File: src/hdl/lscb_pkg.sv
// Package for the LED status code blinker.
// Holds the sizing constants, register indexes and the phase encoding.
// No dependencies.
package lscb_pkg;

  localparam int CODE_BITS    = 4;
  localparam int REPEAT_COUNT = 3;
  localparam int PAUSE_GAPS   = 5;

  localparam int STATUS_W = 4;
  localparam int TICK_W   = 16;
  localparam int COUNT_W  = 19;
  localparam int BIT_W    = (CODE_BITS > 1) ? $clog2(CODE_BITS) : 1;
  localparam int REP_W    = (REPEAT_COUNT > 1) ? $clog2(REPEAT_COUNT) : 1;
  localparam int CFG_IDX_W = 2;

  localparam logic [TICK_W-1:0] SHORT_ON_RESET = TICK_W'(100);
  localparam logic [TICK_W-1:0] LONG_ON_RESET  = TICK_W'(300);
  localparam logic [TICK_W-1:0] GAP_RESET      = TICK_W'(200);

  typedef enum logic [CFG_IDX_W-1:0] {
    REG_SHORT_ON = 2'd0,
    REG_LONG_ON  = 2'd1,
    REG_GAP      = 2'd2
  } cfg_reg_t;

  typedef enum logic [3:0] {
    PH_IDLE  = 4'b0001,
    PH_ON    = 4'b0010,
    PH_GAP   = 4'b0100,
    PH_PAUSE = 4'b1000
  } phase_t;

  // Zero durations are stretched to a single tick.
  function automatic logic [COUNT_W-1:0] at_least_one(input logic [COUNT_W-1:0] v);
    return (v == '0) ? COUNT_W'(1) : v;
  endfunction

endpackage

File: src/hdl/lscb_if.sv
// Channel interfaces for the LED status code blinker.
// Depends on lscb_pkg for the field widths.
interface lscb_in_if import lscb_pkg::*; ();
  logic                valid;
  logic                ready;
  logic                mode;
  logic [STATUS_W-1:0] status_code;

  modport source (output valid, output mode, output status_code, input ready);
  modport sink   (input valid, input mode, input status_code, output ready);
endinterface

interface lscb_out_if;
  logic valid;
  logic ready;
  logic led_level;
  logic busy_res;
  logic done_res;
  logic rejected;

  modport source (output valid, output led_level, output busy_res, output done_res,
                  output rejected, input ready);
  modport sink   (input valid, input led_level, input busy_res, input done_res,
                  input rejected, output ready);
endinterface

File: src/hdl/led_status_code_blinker_core.sv
// LED status code blinker: an accepted item's result is registered and shows in the
// cycle after; one item per cycle while the output side takes results. The phase
// counter and phase register update in the same cycle the item is accepted, and
// the result register decouples the output side. Synchronous active-high reset
// returns the timing registers to 100/300/200 ticks, the sequencer to idle with
// the LED off, and empties the result register.
module led_status_code_blinker_core
  import lscb_pkg::*;
(
  input  logic                 clk,
  input  logic                 rst,
  input  logic                 cfg_we,
  input  logic [CFG_IDX_W-1:0] cfg_index,
  input  logic [TICK_W-1:0]    cfg_data,
  lscb_in_if.sink              in_ch,
  lscb_out_if.source           out_ch
);

  logic [TICK_W-1:0]   short_on_ticks;
  logic [TICK_W-1:0]   long_on_ticks;
  logic [TICK_W-1:0]   gap_ticks;

  logic [STATUS_W-1:0] latched_code, latched_code_next;
  logic [REP_W-1:0]    repeat_index, repeat_index_next;
  logic [BIT_W-1:0]    bit_index, bit_index_next;
  phase_t              phase, phase_next;
  logic [COUNT_W-1:0]  phase_counter, phase_counter_next;
  logic                led_on, led_on_next;
  logic                done_next, rej_next;

  logic                out_valid;
  logic                in_accept;
  logic [COUNT_W-1:0]  count_dec;
  logic [COUNT_W-1:0]  gap_len, pause_len;
  logic [REP_W:0]      repeat_inc;

  assign in_ch.ready = !out_valid || out_ch.ready;
  assign in_accept   = in_ch.valid && in_ch.ready;
  assign out_ch.valid = out_valid;

  // On-time for the bit at idx of a given code; positions above the code read as zero.
  function automatic logic [COUNT_W-1:0] on_time(input logic [STATUS_W-1:0] code,
                                                 input logic [BIT_W-1:0]    idx);
    logic b;
    b = 1'b0;
    if (32'(idx) < STATUS_W) begin
      b = code[idx];
    end
    return at_least_one(b ? COUNT_W'(long_on_ticks) : COUNT_W'(short_on_ticks));
  endfunction

  always_ff @(posedge clk) begin
    if (rst) begin
      short_on_ticks <= SHORT_ON_RESET;
      long_on_ticks  <= LONG_ON_RESET;
      gap_ticks      <= GAP_RESET;
    end else if (cfg_we) begin
      case (cfg_index)
        REG_SHORT_ON: short_on_ticks <= cfg_data;
        REG_LONG_ON:  long_on_ticks  <= cfg_data;
        REG_GAP:      gap_ticks      <= cfg_data;
        default:      ;
      endcase
    end
  end

  assign count_dec  = (phase_counter != '0) ? phase_counter - COUNT_W'(1) : '0;
  assign gap_len    = at_least_one(COUNT_W'(gap_ticks));
  assign pause_len  = at_least_one(COUNT_W'(gap_ticks) * COUNT_W'(PAUSE_GAPS));
  assign repeat_inc = {1'b0, repeat_index} + (REP_W+1)'(1);

  always_comb begin
    latched_code_next  = latched_code;
    repeat_index_next  = repeat_index;
    bit_index_next     = bit_index;
    phase_next         = phase;
    phase_counter_next = phase_counter;
    led_on_next        = led_on;
    done_next          = 1'b0;
    rej_next           = 1'b0;

    if (in_ch.mode) begin
      if (phase != PH_IDLE) begin
        rej_next = 1'b1;
      end else begin
        latched_code_next  = in_ch.status_code;
        repeat_index_next  = '0;
        bit_index_next     = BIT_W'(CODE_BITS - 1);
        phase_next         = PH_ON;
        led_on_next        = 1'b1;
        phase_counter_next = on_time(in_ch.status_code, BIT_W'(CODE_BITS - 1));
      end
    end else if (phase != PH_IDLE) begin
      phase_counter_next = count_dec;
      if (count_dec == '0) begin
        case (phase)
          PH_ON: begin
            led_on_next = 1'b0;
            if (bit_index != '0) begin
              phase_next         = PH_GAP;
              phase_counter_next = gap_len;
            end else begin
              phase_next         = PH_PAUSE;
              phase_counter_next = pause_len;
            end
          end
          PH_GAP: begin
            bit_index_next     = bit_index - BIT_W'(1);
            phase_next         = PH_ON;
            led_on_next        = 1'b1;
            phase_counter_next = on_time(latched_code, bit_index - BIT_W'(1));
          end
          PH_PAUSE: begin
            if (32'(repeat_inc) >= REPEAT_COUNT) begin
              phase_next         = PH_IDLE;
              led_on_next        = 1'b0;
              repeat_index_next  = '0;
              bit_index_next     = '0;
              phase_counter_next = '0;
              done_next          = 1'b1;
            end else begin
              repeat_index_next  = repeat_inc[REP_W-1:0];
              bit_index_next     = BIT_W'(CODE_BITS - 1);
              phase_next         = PH_ON;
              led_on_next        = 1'b1;
              phase_counter_next = on_time(latched_code, BIT_W'(CODE_BITS - 1));
            end
          end
          default: begin
            phase_next = PH_IDLE;
          end
        endcase
      end
    end
  end

  always_ff @(posedge clk) begin
    if (rst) begin
      latched_code  <= '0;
      repeat_index  <= '0;
      bit_index     <= '0;
      phase         <= PH_IDLE;
      phase_counter <= '0;
      led_on        <= 1'b0;
    end else if (in_accept) begin
      latched_code  <= latched_code_next;
      repeat_index  <= repeat_index_next;
      bit_index     <= bit_index_next;
      phase         <= phase_next;
      phase_counter <= phase_counter_next;
      led_on        <= led_on_next;
    end
  end

  // Result register: loaded on every accepted transaction.
  always_ff @(posedge clk) begin
    if (rst) begin
      out_valid <= 1'b0;
    end else if (in_accept) begin
      out_valid <= 1'b1;
    end else if (out_ch.ready) begin
      out_valid <= 1'b0;
    end
  end

  always_ff @(posedge clk) begin
    if (in_accept) begin
      out_ch.led_level <= led_on_next;
      out_ch.busy_res  <= (phase_next != PH_IDLE);
      out_ch.done_res  <= done_next;
      out_ch.rejected  <= rej_next;
    end
  end

  a_done_not_busy: assert property (@(posedge clk) disable iff (rst)
    out_ch.valid && out_ch.done_res |-> !out_ch.busy_res && !out_ch.led_level)
    else $error("done result while still busy");

  a_reject_busy: assert property (@(posedge clk) disable iff (rst)
    out_ch.valid && out_ch.rejected |-> out_ch.busy_res && !out_ch.done_res)
    else $error("rejected start without a sequence in progress");

  a_idle_led_off: assert property (@(posedge clk) disable iff (rst)
    (phase == PH_IDLE) |-> !led_on && (phase_counter == '0))
    else $error("LED or counter active while idle");

  a_start_lights: assert property (@(posedge clk) disable iff (rst)
    in_accept && in_ch.mode && (phase == PH_IDLE)
      |=> out_ch.valid && out_ch.led_level && out_ch.busy_res && (phase == PH_ON))
    else $error("start from idle did not begin a pulse");

endmodule

File: src/flat_wrapper.sv
// flat-port wrapper written by rule: the top's interface ports become plain ports
module led_status_code_blinker_core_flat import lscb_pkg::*;
  (clk, rst, cfg_we, cfg_index, cfg_data, in_ch_valid, in_ch_mode, in_ch_status_code, in_ch_ready, out_ch_valid, out_ch_led_level, out_ch_busy_res, out_ch_done_res, out_ch_rejected, out_ch_ready);
  lscb_in_if in_ch_i ();
  lscb_out_if out_ch_i ();
  input  logic clk;
  input  logic rst;
  input  logic cfg_we;
  input  logic [CFG_IDX_W-1:0] cfg_index;
  input  logic [TICK_W-1:0] cfg_data;
  input wire logic [$bits(in_ch_i.valid)-1:0] in_ch_valid;
  input wire logic [$bits(in_ch_i.mode)-1:0] in_ch_mode;
  input wire logic [$bits(in_ch_i.status_code)-1:0] in_ch_status_code;
  output wire logic [$bits(in_ch_i.ready)-1:0] in_ch_ready;
  output wire logic [$bits(out_ch_i.valid)-1:0] out_ch_valid;
  output wire logic [$bits(out_ch_i.led_level)-1:0] out_ch_led_level;
  output wire logic [$bits(out_ch_i.busy_res)-1:0] out_ch_busy_res;
  output wire logic [$bits(out_ch_i.done_res)-1:0] out_ch_done_res;
  output wire logic [$bits(out_ch_i.rejected)-1:0] out_ch_rejected;
  input wire logic [$bits(out_ch_i.ready)-1:0] out_ch_ready;
  assign in_ch_i.valid = in_ch_valid;
  assign in_ch_i.mode = in_ch_mode;
  assign in_ch_i.status_code = in_ch_status_code;
  assign in_ch_ready = in_ch_i.ready;
  assign out_ch_valid = out_ch_i.valid;
  assign out_ch_led_level = out_ch_i.led_level;
  assign out_ch_busy_res = out_ch_i.busy_res;
  assign out_ch_done_res = out_ch_i.done_res;
  assign out_ch_rejected = out_ch_i.rejected;
  assign out_ch_i.ready = out_ch_ready;
  led_status_code_blinker_core u_core (.clk(clk), .rst(rst), .cfg_we(cfg_we), .cfg_index(cfg_index), .cfg_data(cfg_data), .in_ch(in_ch_i), .out_ch(out_ch_i));
endmodule
File: config.mk
export PLATFORM = sky130hd
export DESIGN_NAME = led_status_code_blinker_core_flat
export DESIGN_NICKNAME = d
export VERILOG_FILES = /design/src/hdl/lscb_pkg.sv /design/src/hdl/lscb_if.sv /design/src/hdl/led_status_code_blinker_core.sv /design/src/flat_wrapper.sv
export SDC_FILE = /design/constraint.sdc
export NUM_CORES = 1
export LEC_CHECK = 0
export ABC_CLOCK_PERIOD_IN_PS = 8600
export CORE_MARGIN = 1
export CORE_UTILIZATION = 60
export CTS_CLUSTER_DIAMETER = 120
export DETAILED_ROUTE_END_ITERATION = 6
export DONT_BUFFER_PORTS = 1
export PLACE_DENSITY = 0.76
export SLEW_MARGIN = 20
export SYNTH_ARGS = -nofsm -noshare
export SYNTH_HDL_FRONTEND = slang
export SYNTH_SLANG_ARGS = --single-unit
File: constraint.sdc
create_clock -name clk -period 8.6 [get_ports clk]
set_input_delay 0.86 -clock clk [delete_from_list [all_inputs] [get_ports clk]]
set_output_delay 0.86 -clock clk [all_outputs]
set_load 0.03 [all_outputs]
==> results.txt, run 1 <==
The clock root buffer is sky130_fd_sc_hd__clkbuf_8. The number of enable flip-flop cells after synthesis is 4. The library cell used most frequently in the layout, excluding fill and tap cells, is sky130_fd_sc_hd__nand2_1.

The top-level port count came out at 34. The total number of cells along the worst setup path came out at 10. After legalization and detailed placement, the total HPWL measured 14050 µm. The top fanout value on the critical path is 16. The number of buffer and inverter stages on the critical path is 1. For this run, asynchronously set or reset flops after synthesis account for 0.

The post-detailed-route DRC marker count came out at 0. The number of global-route vias before repair was 5747. The flow ran to the end, and the final reports show no timing, DRC or antenna violations. For this design, the slowest cell found on the critical path is sky130_fd_sc_hd__o2111a_2. The average routed wire per standard cell came out at 21.11 µm. In this run, CTS created clock tree buffers numbering 9. Summing all placed instances gives a cell area of 0.006269 mm². The final setup TNS is 0 ns.

In this run the horizontal extent of the chip is 104.3 µm. The longest clock path from root to sink contains 2 buffers. In this run the critical register-to-register path is captured at u_core.phase_counter[13]. The beginning of the critical path is u_core.phase_counter[0]. The pre-antenna-repair detailed-routing pass consisted of 6 iterations.

The power after layout is 1.247 mW. The worst-case reg-to-reg path depth came out at 10. The number of distinct library cell variants in the gate-level netlist after synthesis is 81. The worst vdd rail ir drop is 0.0001188 V. The worst-case clock skew came out at 0.008830 ns.

The post-synthesis cell count came out at 807. The total setup buffers inserted after CTS is 0. The kind of cell with the highest combined delay along the critical path is simple AND/OR/NAND/NOR gates. The highest attainable clock frequency came out at 268.1 MHz. STA classifies the critical path endpoint as a flip-flop. For the worst setup path, the data arrival time is 4.04 ns. The final critical path time including I/O delays and setup came out at 3.729 ns. The initial antenna violation count is 0. The worst hold path belongs to the class reg -> reg. At the placement stage, the worst setup path has a slack of 5.012 ns. The routed layout has 6158 vias. STA classifies the critical path startpoint as a flip-flop. The total global routing track utilization came out at 0.3504.

The total number of nets in the final design is 829. Across the run, the number of max-cap violations was 0. The mapped netlist covers 0.006285 mm². CTS built an H-tree with a depth of 3. Among all flip-flop cells after synthesis, the most frequent one is sky130_fd_sc_hd__dfxtp_1.

In the final layout, the share of cells above drive strength 1 is 0.06210. The tightest hold margin came out at 0.4611 ns. The static leakage is 2.362 nW. The post-cts hold buffer count came out at 0. The number of hold violations in the final report was 0. The kind of critical path is reg -> reg.

The actual transition at the worst max-transition pin came out at 1.052 ns. For the worst setup path, the data required time is 8.91 ns. The reg-to-reg startpoint is u_core.phase_counter[0]. Following the worst setup path forward leads to its endpoint at u_core.phase_counter[13]. TritonCTS built the clock tree.

The flop and latch count out of synthesis is 85. The ratio of final minimum period to clock period is 0.4337. The area added between synthesis and finish came out at 3.265%. The cell area power density came out at 192.2 mW/mm².

The clock-pin transition on the worst setup and hold timing paths is 0.10 ns. After the first detailed-routing iteration, the DRC count stood at 708. The die height is 104.3 µm. The total of cells resized after clock tree synthesis is 0. The share of the Yosys chip area taken by registers is 0.2771.

The total wire length came out at 19130 µm. Setup repair after global routing left no endpoint under its margin. The summed area of non-filler cells in the final layout came out at 0.006490 mm². Setup violations remaining at the end of the flow were counted as 0.

For this run the aggregate overflow at the end of global routing stands at 0. The number of inserted diodes came out at 0. The worst path meets setup with 4.871 ns of slack.

The via-per-instance ratio is 6.797. In the layout the commonest cells are sky130_fd_sc_hd__nand2_1, sky130_fd_sc_hd__a21oi_1, sky130_fd_sc_hd__dfxtp_1. The synthesized net count came out at 868. The final max-slew violation count is 0.

The core region is 0.009955 mm². The site row count came out at 36. The count of synthesis-stage warnings from yosys is 0.

Walking the worst path, the cells encountered are inv_1 -> ha_1 -> nor4b_4 -> nand4_1 -> nor2_1 -> mux2i_1 -> o2111a_2 -> and2_1 -> or3b_1 -> a211oi_2. The setup check on the worst reg-to-reg path leaves a slack of 4.87 ns. The clock sink total is 85.

The mean instance size in the synthesized netlist came out at 7.788 µm². Entering global routing, the biggest net connects 76 pins. The first-pass GRT wire length is 30110 µm. The count of buffers added on input and output ports is 0.

The delay of the slowest cell on the worst path came out at 0.49 ns. The initial core utilization came out at 0.6313. The clock insertion delay at the later pin of the skew report is 0.38 ns.

The floorplan step defined a die boundary enclosing 0.01089 mm². The global placement routability congestion is 0.9390. Once detail routing completed, the nets flagged for antenna violations numbered 0. Headroom to the max-slew limit came out at 0.2958.
-- state kept, by name, summed over array words and instances (netlist names), 2 cells and up --
register,count
u_core.phase_counter,19
u_core.gap_ticks,16
u_core.long_on_ticks,16
u_core.short_on_ticks,16
u_core.latched_code,4
u_core.phase,4
u_core.bit_index,2
u_core.repeat_index,2
-- report_power, final --
part / internal (mW) / switching [mW]
registers: 0.423 / 0.0478
logic: 0.174 / 0.268
clock network: 0.167 / 0.167
total: 0.764 / 0.483
-- worst min path at each step --
stage	startpoint	to	cells past startpoint
6_report	u_core.latched_code[1]	u_core.latched_code[1]	2
3_5_place_dp	u_core.latched_code[1]	u_core.latched_code[1]	2
5_1_grt	u_core.latched_code[1]	u_core.latched_code[1]	2
4_1_cts	u_core.latched_code[1]	u_core.latched_code[1]	2
3_3_place_gp	u_core.latched_code[2]	u_core.latched_code[2]	2
2_1_floorplan	u_core.latched_code[2]	u_core.latched_code[2]	2
-- routing by layer --
| layer | GRT usage | routed length [µm] | vias to the layer above |
|---|---|---|---|
| met4 | 0.1673 | 702 | 0 |
| met3 | 0.06203 | 1649 | 54 |
| met2 | 0.5577 | 8730 | 304 |
| met5 | 0 | 0 | - |
| li1 | - | - | 2901 |
| met1 | 0.4576 | 8047 | 2899 |
-- Yosys cell counts, types with 12 or more instances --
cell | n | area share
sky130_fd_sc_hd__mux2i_1 | 50 | 0.080
sky130_fd_sc_hd__ha_1 | 32 | 0.064
sky130_fd_sc_hd__nor4_1 | 19 | 0.019
sky130_fd_sc_hd__xnor2_1 | 12 | 0.017
sky130_fd_sc_hd__nor3_1 | 17 | 0.014
sky130_fd_sc_hd__nand3b_1 | 16 | 0.019
sky130_fd_sc_hd__dfxtp_1 | 81 | 0.26
sky130_fd_sc_hd__a21oi_1 | 86 | 0.068
sky130_fd_sc_hd__o21ai_0 | 26 | 0.021
sky130_fd_sc_hd__nand3_1 | 16 | 0.013
sky130_fd_sc_hd__nor2_1 | 44 | 0.026
sky130_fd_sc_hd__clkbuf_1 | 46 | 0.027
sky130_fd_sc_hd__nand2_1 | 150 | 0.090
sky130_fd_sc_hd__a211oi_1 | 14 | 0.017
-- final cells by class --
class	count	area [µm²]
tap	133	166.4
clock buffer	10	127.6
sequential	85	1742
timing repair buffer	4	30.03
multi-input combinational	656	4285
inverter	12	45.04
clock inverter	6	93.84
fill	861	3465
-- worst min-delay path, stage by stage, from the launching register on --
cell	delay, ns
sky130_fd_sc_hd__dfxtp_1	0.32
sky130_fd_sc_hd__nand2_1	0.05
sky130_fd_sc_hd__a21oi_1	0.06
-- cell families (layout without fill, tap and decap cells) --
family / after synthesis / in the layout / synth area share
multiplexers: 57 / 57 / 0.09397
XOR/XNOR: 22 / 22 / 0.03066
flip-flops: 85 / 85 / 0.2771
AO/OA/AOI/OAI: 222 / 222 / 0.2313
AND/OR/NAND/NOR: 322 / 322 / 0.2590
adder cells (fa/ha/maj): 33 / 33 / 0.06689
buffers and inverters: 66 / 32 / 0.04101
-- stage by stage --
stage,util,instances
floorplan,-,807
global placement,0.6297,890
detailed placement,0.6297,890
CTS,0.6520,906
global route,0.6520,906
finish,0.6520,906
Power figures use the tool's default switching activity.
==> run 2: changes to the inputs <==
--- a/config.mk
+++ b/config.mk
@@ -5,13 +5,13 @@
 export SDC_FILE = /design/constraint.sdc
 export NUM_CORES = 1
 export LEC_CHECK = 0
-export ABC_CLOCK_PERIOD_IN_PS = 8600
+export ABC_CLOCK_PERIOD_IN_PS = 3100
 export CORE_MARGIN = 1
-export CORE_UTILIZATION = 60
+export CORE_UTILIZATION = 59
 export CTS_CLUSTER_DIAMETER = 120
 export DETAILED_ROUTE_END_ITERATION = 6
 export DONT_BUFFER_PORTS = 1
-export PLACE_DENSITY = 0.76
+export PLACE_DENSITY = 0.78
 export SLEW_MARGIN = 20
 export SYNTH_ARGS = -nofsm -noshare
 export SYNTH_HDL_FRONTEND = slang
==> constraint.sdc (replaced) <==
create_clock -name clk -period 3.1 [get_ports clk]
set_input_delay 0.31 -clock clk [delete_from_list [all_inputs] [get_ports clk]]
set_output_delay 0.31 -clock clk [all_outputs]
set_load 0.03 [all_outputs]
==> run 2 against run 1 <==
Sequential power grew to 2.7 times the previous value. Clock-buffer cell count stayed put. Non-clock buffer count is 56 higher. Critical path type unchanged. Largest power group is now combinational cells.
==> results.txt, run 2 (synthesis results as in run 1) <==
The layout cell share with drive strength beyond 1 came out at 0.1556 (+0.09351). The top-level port count is 34 (unchanged). The number of buffers between clock root and the deepest sink came out at 2 (unchanged).

The initial core utilization is 0.6088 (-0.02257). The kind of critical path is reg -> reg. The first-pass GRT wire length came out at 31930 µm (+6.0%). The worst endpoint required time is 3.39 ns (-5.52 ns). The tree is rooted in a sky130_fd_sc_hd__clkbuf_8. The power after layout came out at 3.553 mW (+180%). The worst-case clock skew was 0.01328 ns (+0.004454 ns). The post-detailed-route DRC marker count was 0 (unchanged). The reg-to-reg startpoint is u_core.gap_ticks[2]. Setup repair after global routing left no endpoint under its margin.

The worst register-to-register path ends at u_core.phase_counter[0]. The highest attainable clock frequency came out at 333.1 MHz (+24%). The worst vdd rail ir drop came out at 0.0003059 V (+160%). The final max-slew violation count came out at 0 (unchanged). The number of inserted diodes is 0 (unchanged).

The clock insertion delay at the later pin of the skew report is 0.38 ns (about the same). The ratio of final minimum period to clock period is 0.9683 (+0.5347). The via-per-instance ratio was 6.868 (+1.1%).

In this run the most critical hold path is launched from rst. The average routed wire per standard cell is 21.31 µm (+0.92%). TritonCTS built the clock tree.

The clock sink total is 85 (unchanged). The count of port buffers added during placement was 0 (unchanged). The area added between synthesis and finish came out at 12.66%. The pin count of the biggest net entering global routing came out at 58 (-24%). The core utilization of the finished layout is 0.6859 (+0.03390).

The pre-CTS setup slack came out at -0.04606 ns (-5.058 ns). The slack of the worst reg-to-reg path is 0.1 ns (-4.77 ns). The tightest slew margin relative to the limit is 0.3091 (+0.01333). The number of routed nets with antenna violations came out at 0 (unchanged). The actual transition at the worst max-transition pin came to 1.032 ns (-0.01993 ns).

The library cell used most frequently in the layout, excluding fill and tap cells, is sky130_fd_sc_hd__nand2_1. The die height is 105.2 µm (+0.83%). The detailed placement HPWL was 14880 µm (+6.0%). The area taken by flip-flops and latches came out at 0.001750 mm² (+0.50%). The number of setup violations in the final report came to 0 (unchanged). The number of global-route vias before repair came out at 6074 (+5.7%). The CTS buffer count is 9 (unchanged). STA classifies the critical path startpoint as a flip-flop. The number of levels the H-tree was split into is 3 (unchanged). The final critical path time including I/O delays and setup is 3.002 ns (-0.7276 ns). The post-layout worst setup margin was 0.09815 ns (-4.772 ns).

In this run the worst hold path is classified as in -> reg. The initial antenna violation count is 0 (unchanged). The number of flip-flops under the largest register name came out at 19 (unchanged). The signal arrival time at the worst endpoint came out at 3.29 ns (-0.75 ns).

STA classifies the critical path endpoint as a flip-flop. The layout filler cell count came out at 863 (+0.23%). The site row count came out at 37 (+2.8%). The total number of nets in the final design is 885 (+6.8%).

The worst-case reg-to-reg path depth came out at 10 (unchanged). The number of hold violations in the final report came out at 0 (unchanged). The area of combinational cells with multiple inputs is 0.004448 mm² (+3.8%). The total grt overflow came out at 0 (unchanged). The first-pass iteration count of the detailed router was 7 (+1). The number of violations reported at the end of detailed-routing iteration 0 came out at 828 (+17%).

The run finished with clean final reports. The total global routing track utilization is 0.3666 (+0.01618). The static leakage is 2.655 nW (+12%). The cell area power density is 501.8 mW/mm² (+160%).

The path with the worst hold slack has its endpoint at u_core.phase[2]. The floorplan die area is 0.01107 mm² (+1.7%). The placeable core region is 0.01032 mm² (+3.7%). The depth of the worst hold-timing path is 1 (-1).

The via count came out at 6628 (+7.6%). The clock-pin transition on the worst setup and hold timing paths is 0.10 ns (about the same). The total wire length came out at 20560 µm (+7.5%).

The number of max-cap violations is 0 (unchanged). In the layout the commonest cells are sky130_fd_sc_hd__nand2_1, sky130_fd_sc_hd__a21oi_1, sky130_fd_sc_hd__dfxtp_1. The top fanout value on the critical path came to 4 (-12). The global placement routability congestion came out at 1.009 (+7.5%).

The x dimension of the die was 105.2 µm (+0.83%). The register name with the most flops is u_core.phase_counter.
run 2: worst max-delay path by stage:
stage / startpoint / to / slack [ns]
6_report: u_core.gap_ticks[2] / u_core.phase_counter[0] / 0.1
5_1_grt: u_core.gap_ticks[2] / u_core.phase_counter[0] / 0.003
4_1_cts: u_core.phase_counter[0] / u_core.phase[3] / 0.03
3_5_place_dp: u_core.gap_ticks[3] / u_core.phase_counter[0] / -0.05
3_3_place_gp: u_core.gap_ticks[1] / u_core.phase_counter[0] / 0.12
2_1_floorplan: u_core.phase_counter[0] / u_core.phase_counter[13] / 0.004
run 2: worst max-delay path, stage by stage (launching register included):
cell	delay, ns
sky130_fd_sc_hd__dfxtp_2	0.36
sky130_fd_sc_hd__ha_4	0.26
sky130_fd_sc_hd__ha_1	0.31
sky130_fd_sc_hd__a211o_1	0.29
sky130_fd_sc_hd__a21o_1	0.21
sky130_fd_sc_hd__a21oi_1	0.25
sky130_fd_sc_hd__o21ai_2	0.10
sky130_fd_sc_hd__o31a_1	0.28
sky130_fd_sc_hd__a2111oi_4	0.37
sky130_fd_sc_hd__a41oi_2	0.17
sky130_fd_sc_hd__o41ai_2	0.31
run 2: area by class of cell:
type	instances	area share
clock buffers	10	0.01944
clock inverters	6	0.009719
inverters	12	0.006362
multi-input cells	656	0.6282
flip-flops and latches	85	0.2472
well taps	136	0.02403
repair buffers	60	0.06503
run 2: metrics by stage:
stage / TNS (ns) / instances / area [µm²] / hold WS, ns
floorplan: 0 / 807 / 6289 / 0.4310
global placement: 0 / 942 / 6644 / 0.3826
detailed placement: -0.04606 / 942 / 6644 / 0.3872
CTS: 0 / 960 / 6877 / 0.000006356
global route: 0 / 965 / 7081 / 0.002379
finish: 0 / 965 / 7081 / 0.005811
run 2: timing repair:
action,4_1_cts,5_1_grt
hold buffers,2,2
pin swaps,0,14
endpoints found under the hold margin,19,10
resized for setup,2,33
buffers inserted,0,3
endpoints found under the setup margin,1,19
run 2: metal layers:
| metal | wire length [µm] | share of wire | up-vias | track usage |
|---|---|---|---|---|
| met5 | 0 | 0 | - | 0 |
| met4 | 1073 | 0.052 | 0 | 0.1811 |
| met3 | 2199 | 0.11 | 105 | 0.08225 |
| met2 | 9046 | 0.44 | 441 | 0.5663 |
| met1 | 8243 | 0.40 | 3080 | 0.4812 |
| li1 | - | - | 3002 | - |
run 2: power by group:
part	internal, mW	switching [mW]
combinational	0.601	0.797
clock	0.404	0.459
sequential	1.18	0.117
==> run 3: changes to the inputs <==
--- a/config.mk
+++ b/config.mk
@@ -5,6 +5,7 @@
 export SDC_FILE = /design/constraint.sdc
 export NUM_CORES = 1
 export LEC_CHECK = 0
+export ABC_AREA = 1
 export ABC_CLOCK_PERIOD_IN_PS = 3100
 export CORE_MARGIN = 1
 export CORE_UTILIZATION = 59
@@ -12,6 +13,7 @@
 export DETAILED_ROUTE_END_ITERATION = 6
 export DONT_BUFFER_PORTS = 1
 export PLACE_DENSITY = 0.78
+export REMOVE_ABC_BUFFERS = 1
 export SLEW_MARGIN = 20
 export SYNTH_ARGS = -nofsm -noshare
 export SYNTH_HDL_FRONTEND = slang
==> run 3 against run 2 <==
Die area increased by 10%. Design area increased by 3.4%. Sequential cell count unchanged. Non-clock buffer count decreased by 47. Hold slack improved by 0.016 ns. Fmax increased by 7.1%. Cell count increased by 30%. Largest power group unchanged.
==> results.txt, run 3 <==
The number of enable flip-flop cells after synthesis is 4 (unchanged). The count of port buffers added during placement came to 0 (unchanged). Ranked by instance count, the synthesized netlist is headed by sky130_fd_sc_hd__nand2_1, sky130_fd_sc_hd__nor2_1, sky130_fd_sc_hd__inv_1. The cell that appears most often on the critical path is sky130_fd_sc_hd__nand2_1. The number of flip-flops under the largest register name is 19 (unchanged). The initial core utilization came out at 0.6074 (-0.001389). The detailed placement HPWL came to 16030 µm (+7.7%).

After synthesis, the cell types taking the most area are sky130_fd_sc_hd__dfxtp_1, sky130_fd_sc_hd__nand2_1, sky130_fd_sc_hd__o21ai_0, sky130_fd_sc_hd__nor2_1, sky130_fd_sc_hd__inv_1. The cell area power density is 506.0 mW/mm² (+0.83%). The x dimension of the die is 110.4 µm (+5.0%). The signal arrival time at the worst endpoint came to 3.08 ns (-0.21 ns). The worst endpoint required time was 3.38 ns (about the same). The total grt overflow came out at 0 (unchanged). The signal on the critical path passes through ha_1 -> ha_1 -> fa_1 -> nand3_1 -> nand3_1 -> nand2_1 -> nand3b_1 -> nand2_1 -> nand3_1 -> nor2_1 -> nand4_1 -> nand2_1 -> nand2_1 -> nand2_1 -> nand2_1 -> nand2_1 -> nand2_1 -> a21oi_1. The area taken by flip-flops and latches came out at 0.001743 mm² (-0.43%). The number of violations reported at the end of detailed-routing iteration 0 came out at 906 (+9.4%). The global placement routability congestion is 0.9861 (-2.3%).

The total number of nets in the final design is 1168 (+32%). The top fanout value on the critical path is 5 (+1). The layout cell share with drive strength beyond 1 is 0.08723 (-0.06838). The via count came out at 7517 (+13%). The tightest slew margin relative to the limit was 0.4549 (+0.1457).

The mean instance size in the synthesized netlist is 6.165 µm² (-21%). The ratio of final minimum period to clock period came out at 0.9037 (-0.06459). The clock-pin transition on the worst setup and hold timing paths is 0.07 ns (-0.03 ns). The worst-case clock skew is 0.007862 ns (-0.005423 ns). The first-pass GRT wire length is 34000 µm (+6.5%). The number of global-route vias before repair was 6842 (+13%). The delay of the slowest cell on the worst path is 0.48 ns (+0.11 ns). The CTS buffer count came out at 9 (unchanged). STA classifies the critical path startpoint as a flip-flop. The area added between synthesis and finish is 5.575%. The kind of cell with the highest combined delay along the critical path is simple AND/OR/NAND/NOR gates. The register name with the most flops is u_core.phase_counter.

The site row count came to 39 (+5.4%). The post-layout worst setup margin is 0.2984 ns (+0.2002 ns). The final max-slew violation count came out at 0 (unchanged). The area of combinational cells with multiple inputs came to 0.004499 mm² (+1.2%). The clock sink total came out at 85 (unchanged). The most common cell in the synthesized netlist is sky130_fd_sc_hd__nand2_1. The post-synthesis cell count came out at 1125 (+39%). The first-pass iteration count of the detailed router is 7 (unchanged). The via-per-instance ratio is 5.990 (-13%). The pin count of the biggest net entering global routing came to 64 (+10%). The post-cts hold buffer count was 0 (-2).

The number of hold violations in the final report came out at 0 (unchanged). The layout filler cell count is 1099 (+27%). In the layout the commonest cells are sky130_fd_sc_hd__nand2_1, sky130_fd_sc_hd__nor2_1, sky130_fd_sc_hd__inv_1.

The number of routed nets with antenna violations came out at 0 (unchanged). The root buffer cell chosen for the clock tree is sky130_fd_sc_hd__clkbuf_16. The post-detailed-route DRC marker count was 0 (unchanged). The worst vdd rail ir drop came out at 0.0004530 V (+48%). The TritonCTS clock tree is done. The synthesized cell area came to 0.006935 mm² (+10%). The worst hold path belongs to the class in -> reg. The kind of critical path is reg -> reg. The count of synthesis-stage warnings from yosys was 0 (unchanged). The floorplan die area is 0.01219 mm² (+10%). The final setup TNS is 0 ns (unchanged).

The number of distinct library cell variants in the gate-level netlist after synthesis is 48 (-41%). The top-level port count is 34 (unchanged). The critical path's slowest cell is sky130_fd_sc_hd__fa_1. The total wire length is 21000 µm (+2.1%). STA classifies the critical path endpoint as a flip-flop.

The number of max-cap violations came out at 0 (unchanged). The initial antenna violation count came out at 0 (unchanged). The die height came out at 110.4 µm (+5.0%). The pre-CTS setup slack came out at 0.3085 ns (+0.3545 ns). The number of inserted diodes came out at 0 (unchanged). The slack of the worst reg-to-reg path came to 0.30 ns (+0.20 ns).

The flop and latch count out of synthesis came to 85 (unchanged). The proportion of synthesized flip-flops having asynchronous set or reset is 0 (unchanged). The number of levels the H-tree was split into is 3 (unchanged). In the synthesized netlist the dominant register cell turns out to be sky130_fd_sc_hd__dfxtp_1. The number of buffers between clock root and the deepest sink came to 2 (unchanged). The library cell used most frequently in the layout, excluding fill and tap cells, is sky130_fd_sc_hd__nand2_1.

Setup repair after global routing left no endpoint under its margin. The highest attainable clock frequency came out at 356.9 MHz (+7.1%). The average routed wire per standard cell came out at 16.73 µm (-21%). The sequential fraction of the synthesis area came to 0.2511 (-0.02600). The number of buffer and inverter stages on the critical path came out at 0 (unchanged).

The actual transition at the worst max-transition pin is 0.8157 ns (-0.2167 ns). The top-area cell type share of the netlist area is 0.2338 (-0.02420). The cell accounting for the most synthesized area is sky130_fd_sc_hd__dfxtp_1. The static leakage came out at 3.450 nW (+30%). The placeable core region came to 0.01142 mm² (+11%). The total global routing track utilization came out at 0.3452 (-0.02144).

The run finished with clean final reports. The number of setup violations in the final report came out at 0 (unchanged). The final critical path time including I/O delays and setup is 2.802 ns (-0.2002 ns). The clock insertion delay at the later pin of the skew report is 0.35 ns (-0.03 ns).
run 3: cell types whose count changed after synthesis, sizes merged, moves of 12 or more:
cell,change
nand2,+129
inv,+121
nor2,+114
o21ai,+97
nand3,+58
mux2i,-50
nand4,+19
nor4,-16
a211oi,-12
run 3: where the power goes:
group / switching (mW) / internal [mW] / total (mW)
logic: 0.939 / 0.442 / 1.38
registers: 0.0917 / 1.18 / 1.27
clock network: 0.496 / 0.556 / 1.05
total: 1.53 / 2.18 / 3.70
run 3: stage by stage:
step | cell area (µm²) | power [mW] | hold WS (ns) | util | cells
after floorplan | 6763 | 2.310 | 0.3791 | - | 1083
after global placement | 7039 | 2.608 | 0.3807 | 0.6165 | 1239
after detailed placement | 7039 | 2.624 | 0.3830 | 0.6165 | 1239
after CTS | 7321 | 3.660 | 0.02494 | 0.6411 | 1255
after global routing | 7322 | 3.916 | 0.01853 | 0.6412 | 1255
final | 7322 | 3.705 | 0.02171 | 0.6412 | 1255
run 3: cell families (layout without fill, tap and decap cells):
family / count (synthesis) / count (layout) / synth area share
buffers and inverters: 181 / 168 / 0.1001
xor gates and xnor gates: 8 / 8 / 0.01010
AOI/OAI and AO/OA: 245 / 245 / 0.1972
adders and majority gates: 33 / 33 / 0.06062
and+or+nand+nor: 573 / 573 / 0.3808
DFF: 85 / 85 / 0.2511
run 3: what timing repair did:
item                                    CTS  global route
gates resized for setup                   0             1
buffers inserted                          0             0
endpoints found under the setup margin    0             2
run 3: worst paths after layout:
path | from | to | depth (start not counted)
max reg2reg | u_core.gap_ticks[3] | u_core.phase_counter[0] | 18
max | u_core.gap_ticks[3] | u_core.phase_counter[0] | 18
min | rst | u_core.out_ch.valid | 1
min reg2reg | u_core.latched_code[1] | u_core.latched_code[1] | 2
run 3: layer usage:
layer,vias up,wire length [µm],global-route usage
met4,0,861,0.1422
met3,78,2125,0.07355
li1,3688,-,-
met1,3363,8959,0.4647
met5,-,0,0
met2,388,9053,0.5350
run 3: area by class of cell:
cell class | instances | area share
well taps | 143 | 0.02444
multi-input cells | 859 | 0.6145
flip-flops and latches | 85 | 0.2380
clock inverters | 7 | 0.007690
clock buffers | 9 | 0.03076
inverters | 139 | 0.07126
repair buffers | 13 | 0.01333
